$ cat config.mk
export PLATFORM = sky130hd
export DESIGN_NAME = tpc_div_step
export DESIGN_NICKNAME = d
export VERILOG_FILES = /design/src/rtl/tpc_pkg.sv /design/src/rtl/tpc_div_step.sv
export SDC_FILE = /design/constraint.sdc
export NUM_CORES = 1
export LEC_CHECK = 0
export BUFFER_PORTS_ARGS = -buffer_cell sky130_fd_sc_hd__buf_2
export CORE_MARGIN = 5
export CORE_UTILIZATION = 30
export DETAILED_ROUTE_END_ITERATION = 10
export SLEW_MARGIN = 0
export SYNTH_ARGS = -nofsm -noshare
export SYNTH_HDL_FRONTEND = slang
export SYNTH_SLANG_ARGS = --single-unit
$ cat constraint.sdc
create_clock -name vclk -period 7.7
set_input_delay 0.385 -clock vclk [all_inputs]
set_output_delay 0.385 -clock vclk [all_outputs]
set_load 0.1 [all_outputs]
$ cat src/rtl/tpc_pkg.sv
// types, constants and helpers shared by the triangle plane clipper
package tpc_pkg;

	localparam int C_W       = 32;
	localparam int P_W       = 2 * C_W;
	localparam int H_W       = P_W - 16;
	localparam int D_W       = H_W + 4;
	localparam int DV_W      = D_W + 1;
	localparam int T_W       = 16;
	localparam int DL_W      = C_W + 1 + T_W + 1;
	localparam int DATA_W    = 10 * C_W;
	localparam int TRI_W     = 9 * C_W;
	localparam int CFG_IDX_W = 3;

	localparam int DIV_BITS_DEF = 2;

	localparam logic [CFG_IDX_W-1:0] REG_PX = 3'd0;
	localparam logic [CFG_IDX_W-1:0] REG_PY = 3'd1;
	localparam logic [CFG_IDX_W-1:0] REG_PZ = 3'd2;
	localparam logic [CFG_IDX_W-1:0] REG_NX = 3'd3;
	localparam logic [CFG_IDX_W-1:0] REG_NY = 3'd4;
	localparam logic [CFG_IDX_W-1:0] REG_NZ = 3'd5;

	localparam logic [C_W-1:0] RST_PX = 32'd0;
	localparam logic [C_W-1:0] RST_PY = 32'd0;
	localparam logic [C_W-1:0] RST_PZ = 32'd6554;
	localparam logic [C_W-1:0] RST_NX = 32'd0;
	localparam logic [C_W-1:0] RST_NY = 32'd0;
	localparam logic [C_W-1:0] RST_NZ = 32'd65536;

	typedef logic [C_W-1:0] crd_t;
	typedef crd_t [2:0] vtx_t;
	typedef vtx_t [2:0] tri_t;

	typedef enum logic [1:0] {
		CL_ALL,
		CL_ONE,
		CL_TWO
	} clip_t;

	typedef struct packed {
		clip_t code;
		vtx_t  p0;
		vtx_t  p1;
		vtx_t  p2;
		vtx_t  e0;
		vtx_t  e1;
		vtx_t  s1;
		crd_t  shade;
	} item_t;

	function automatic logic signed [D_W-1:0] sh16(input logic signed [P_W-1:0] p);
		logic signed [H_W-1:0] h;
		h = p[P_W-1:16];
		return D_W'(h);
	endfunction

endpackage

$ cat src/rtl/tpc_div_step.sv
// STEPS restoring division steps for the crossing parameter
module tpc_div_step #(
	parameter int STEPS = 2
) (
	input  logic [tpc_pkg::DV_W-1:0] rem,
	input  logic [tpc_pkg::DV_W-1:0] den,
	input  logic [tpc_pkg::T_W-1:0]  quo,
	output logic [tpc_pkg::DV_W-1:0] rem_nx,
	output logic [tpc_pkg::T_W-1:0]  quo_nx
);
	import tpc_pkg::*;

	always_comb begin
		logic [DV_W:0]   r;
		logic [DV_W-1:0] rr;
		logic [T_W-1:0]  tt;
		rr = rem;
		tt = quo;
		for (int s = 0; s < STEPS; s++) begin
			r = {rr, 1'b0};
			if (r >= {1'b0, den}) begin
				r  = r - {1'b0, den};
				tt = {tt[T_W-2:0], 1'b1};
			end else begin
				tt = {tt[T_W-2:0], 1'b0};
			end
			rr = r[DV_W-1:0];
		end
		rem_nx = rr;
		quo_nx = tt;
	end

endmodule

==> results of run 1 <==
path summary, 6_finish.rpt:
path              cells past startpoint          to
hold / removal                        0  quo_nx[10]
setup / recovery                     25   rem_nx[0]
synth_stat cells (all sizes together) (5+ instances only):
library cell,number
a211oi,8
and2,9
buf,41
ha,105
nor3,17
o211ai,5
a21oi,148
inv,90
and3,8
nand3,31
o21ai,70
xnor2,59
nand2b,8
xor2,33
a31oi,16
nor2b,8
a21boi,11
nand2,88
mux2,71
nand4,19
nor2,90
o21bai,20
clkbuf,15
o21a,11
a221o,5
a21o,42
cells in the final DEF, fill, tap and decap left out, types with 17 or more instances in the layout:
cell type,netlist,routed
a21oi_1,145,145
buf_2,17,109
ha_1,105,105
inv_1,89,89
nor2_1,89,89
nand2_1,88,88
o21ai_0,64,64
xnor2_1,59,59
buf_12,4,53
mux2_4,46,46
a21o_1,42,42
xor2_1,33,33
nand3_1,31,31
mux2_2,25,25
o21bai_1,20,20
nand4_1,19,19
nor3_1,17,17
power breakdown:
| part | internal, mW | switching (mW) | leakage, nW | total [mW] |
|---|---|---|---|---|
| logic | 1.33 | 2.21 | 4.46 | 3.53 |
| registers | 0 | 0 | 0 | 0 |
| clock network | 0.0000000174 | 0 | 0.00000961 | 0.0000000174 |
worst max-delay path: cells and delay by family:
kind / cells / cell delay (ps)
buffers and inverters: 5 / 1060
AND/OR/NAND/NOR: 7 / 1830
AO/OA/AOI/OAI: 10 / 2720
multiplexers: 1 / 380
adder cells (fa/ha/maj): 2 / 630
area by class of cell:
cell class / instances / area share [%]
diodes: 2 / 0.0530
well taps: 330 / 4.37
multi-input cells: 955 / 74.2
inverters: 90 / 3.57
repair buffers: 172 / 17.8
stage by stage:
stage,setup slack [ps],utilization [%],hold WS [ps],instance area [um^2],power (mW)
finish,272,37.4,770,9450,3.53
global route,24.4,37.4,770,9450,3.70
CTS,345,37.4,771,9430,3.53
detailed placement,377,37.4,771,9430,3.52
global placement,424,37.4,771,9430,3.50
floorplan,219,-,982,7720,2.51
per-layer routing:
metal | vias to the layer above | wire length [um] | track usage [%]
met2 | 288 | 12200 | 28.7
li1 | 4259 | - | -
met3 | 45 | 1600 | 2.18
met5 | - | 13 | 0
met4 | 2 | 720 | 3.92
met1 | 3896 | 12500 | 23.6
kinds of logic (layout without fill, tap and decap cells):
| kind of cell | Yosys count | in the layout |
|---|---|---|
| AO/OA/AOI/OAI | 383 | 384 |
| AND/OR/NAND/NOR | 299 | 299 |
| buffers and inverters | 146 | 262 |
| adder cells (fa/ha/maj) | 106 | 106 |
| XOR/XNOR | 92 | 92 |
| multiplexers | 74 | 74 |
| other | 0 | 2 |
==> impl_metrics.toml, run 1 <==
[critical_path]
endpoint_kind = "primary output"
critical_path_class = "input pin to primary output"
cp.arrival_ps = 7040
critPathSlowestCell = "nor3_1"
crit_fanout = 27
crit_required_ps = 7320
max_stage_delay_ps = 600
start_kind = "input pin"
setup.worst_path.start = "den[0]"

[yosys]
synth_top_family_by_area = "compound AO/OA/AOI/OAI gates"
synth_adder_area_share_pct = 17.3
syn_nets = 1328
synth_compound_area_share_pct = 31.7
ys_seq_area_share_pct = 0
synth-simple-area-share_pct = 18.2
synth_warnings = 0
ys_top_cells_by_area = "ha_1, a21oi_1, mux2_4"
yosysTopAreaCellShare_pct = 17.0
synth_top_area_cell = "ha_1"
synth_xor_area_share_pct = 10.4
avgSynthCellArea_um2 = 7.02
synthMuxAreaShare_pct = 13.0
synth.distinct_cells = 78
syn_inst = 1100
synth_area_um2 = 7720

[worst_hold_path]
min_path_type = "input pin to primary output"
min_from = "quo[8]"

[cells_and_area]
design.seq.count = 0
multi_input_area_um2 = 7010
syn2layout_area_growth_pct = 22.4
fin_cells = 1549
layout.nets = 1447
drive_above_1_share_pct = 22.0
clock_buffers = 0
fillers = 2729
layout.area.seq_um2 = 0

[global_route]
grt.overflow.total = 0
grt_max_degree = 55
grt_pass1_wl_um = 41300
grt_usage_pct = 17.2
antenna_found_initial = 1
first_global_vias = 8081

[die]
initial_core_util_pct = 30.6
die_x_um = 170
die_area_um2 = 29000
ios = 191
fp.dieH_um = 170
core_um2 = 25300
row_count = 58

[route]
via_per_inst = 5.48
drt_first_iter_violations = 507
finalWirelength_um = 27000
wire_per_inst_um = 17.4
vias = 8490
ant_nets = 0
drc_errors = 0
firstDrtPassIters = 5

[timing]
clock.fmax_ghz = 0.135
fin_crit_ps = 7430
relSlewSlack_pct = 33.2
post-route-period-util_pct = 96.5
maxSlewViolCount = 0
hold_violations = 0
rsz0062_at_grt = "no"
timing.setup.tns_ps = 0
final-setup-viol-count = 0
tightest_slew_ps = 1000

[cts]
hold_buffers = 0
post_cts_buffers = 0
cts-resized-gates = 0

[status]
status = "completed"

[placement]
dp.cells = 1546
hpwl_um = 23200
numPortBuffers = 161
gp_congestion = 0.944

[power_and_ir_drop]
peakVddDrop_mv = 0.329
power.leakage_nw = 4.46
powerDensity_nw_per_um2 = 374

[job]
drv_cap = 0
No activity file was read; power rests on OpenSTA's default activity.
==> inputs of run 2 (changes only) <==
- CELL_PAD_IN_SITES_DETAIL_PLACEMENT: default -> 1
- CELL_PAD_IN_SITES_GLOBAL_PLACEMENT: default -> 1
- PLACE_DENSITY_LB_ADDON: default -> 0.1
- SETUP_SLACK_MARGIN: default -> 0.1
==> impl_metrics.toml, run 2 (same netlist as run 1, synthesis figures left out) <==
[status]
status = "completed"

[power_and_ir_drop]
peakVddDrop_mv = 0.279
combPwrFrac_pct = 100.0
internal_power_mw = 1.36
clkPwrFrac_pct = 0
p_sw_mw = 2.23
total_power_mw = 3.59
pwr-share-seq_pct = 0
power.leakage_nw = 4.55
powerDensity_nw_per_um2 = 374
swShare_pct = 62.2

[timing]
timing.setup.tns_ps = 0
rsz0062_at_grt = "no"
relSlewSlack_pct = 58.6
final-setup-viol-count = 0
post-route-period-util_pct = 92.7
setup_ws_ps = 566
hold_violations = 0
hold_slack_ps = 770
tightest_slew_ps = 615
clock.fmax_ghz = 0.140
maxSlewViolCount = 0
fin_crit_ps = 7130

[cells_and_area]
layout.area.seq_um2 = 0
layout_commonest_cell = "a21oi_1"
layout_common_cells = "a21oi_1, buf_2, ha_1, inv_1, nor2_1"
clock_buffers = 0
drive_above_1_share_pct = 23.1
antenna_cells = 0
fin_cells = 1564
layout.nets = 1464
fillers = 3182
finalInstanceArea_um2 = 9590
syn2layout_area_growth_pct = 24.2
final_util_pct = 38.0
design.seq.count = 0

[die]
ios = 191
die_x_um = 170
die_area_um2 = 29000
initial_core_util_pct = 30.6
row_count = 58
core_um2 = 25300
fp.dieH_um = 170

[placement]
gp_congestion = 0.902
place_area_um2 = 9580
numPortBuffers = 161
hpwl_um = 26000
dp_slack_ps = 396
dp.cells = 1564

[global_route]
antenna_found_initial = 0
first_global_vias = 8795
grt.overflow.total = 0
grt_usage_pct = 19.7
grt_max_degree = 54
grt_pass1_wl_um = 47200

[route]
vias = 8378
firstDrtPassIters = 5
drc_errors = 0
via_per_inst = 5.36
finalWirelength_um = 29700
drt_first_iter_violations = 374
wl_met3_um = 1080
met1_length_um = 14500
top_layer_used = "met4"
route.met2.wl_um = 13800
ant_nets = 0
wire_per_inst_um = 19.0

[critical_path]
crit_required_ps = 7320
crit_fanout = 53
worst_path_most_repeated_cell = "o21ai_0"
endpoint_kind = "primary output"
worstSetupEndpoint = "rem_nx[4]"
cp.arrival_ps = 6750
critPathSlowestCell = "a2111o_1"
critical_path_class = "input pin to primary output"
start_kind = "input pin"
max_stage_delay_ps = 480
setup.worst_path.start = "den[20]"

[cts]
post_cts_buffers = 0
hold_buffers = 0
cts-resized-gates = 0

[worst_hold_path]
min_path_type = "input pin to primary output"

[job]
drv_cap = 0
-- run 2: cell count changes in the layout (fill, tap and decap cells not counted), sizes merged --
cell / previous run / this run
buf: 172 / 190
diode: 2 / 0
o2111a: 2 / 1
-- run 2: worst min path at each step --
stage | cells past startpoint | from | end | slack, ps
floorplan | 1 | quo[8] | quo_nx[10] | 980
global placement | 0 | quo[9] | quo_nx[11] | 770
detailed placement | 0 | quo[9] | quo_nx[11] | 770
CTS | 0 | quo[9] | quo_nx[11] | 770
global route | 0 | quo[1] | quo_nx[3] | 770
finish | 0 | quo[10] | quo_nx[12] | 770
-- run 2: area by class of cell --
class                           count  area [um^2]  share of cell area [%]
Multi-Input combinational cell    954         7000                    73.0
Inverter                           90          340                    3.55
Tap cell                          330          413                    4.31
Timing Repair Buffer              190         1830                    19.1
-- run 2: power by group through the flow --
| stage | clock network (mW) | registers (mW) | logic, mW |
|---|---|---|---|
| floorplan | 0 | 0 | 2.51 |
| global placement | 0 | 0 | 3.57 |
| detailed placement | 0 | 0 | 3.59 |
| CTS | 0 | 0 | 3.60 |
| global route | 0 | 0 | 3.77 |
| finish | 0 | 0 | 3.59 |
-- run 2: worst max-delay path, delay by kind of cell --
kind / cells / cell delay (ps)
buffers and inverters: 6 / 1220
adder cells (fa/ha/maj): 2 / 840
AO/OA/AOI/OAI: 13 / 3010
multiplexers: 1 / 420
AND/OR/NAND/NOR: 5 / 820
-- run 2: layer usage --
layer  vias to the layer above  global-route usage (%)
met5                         -                       0
met4                         0                    1.81
met2                       162                    33.8
met3                        20                    1.39
li1                       4291                       -
met1                      3905                    28.1
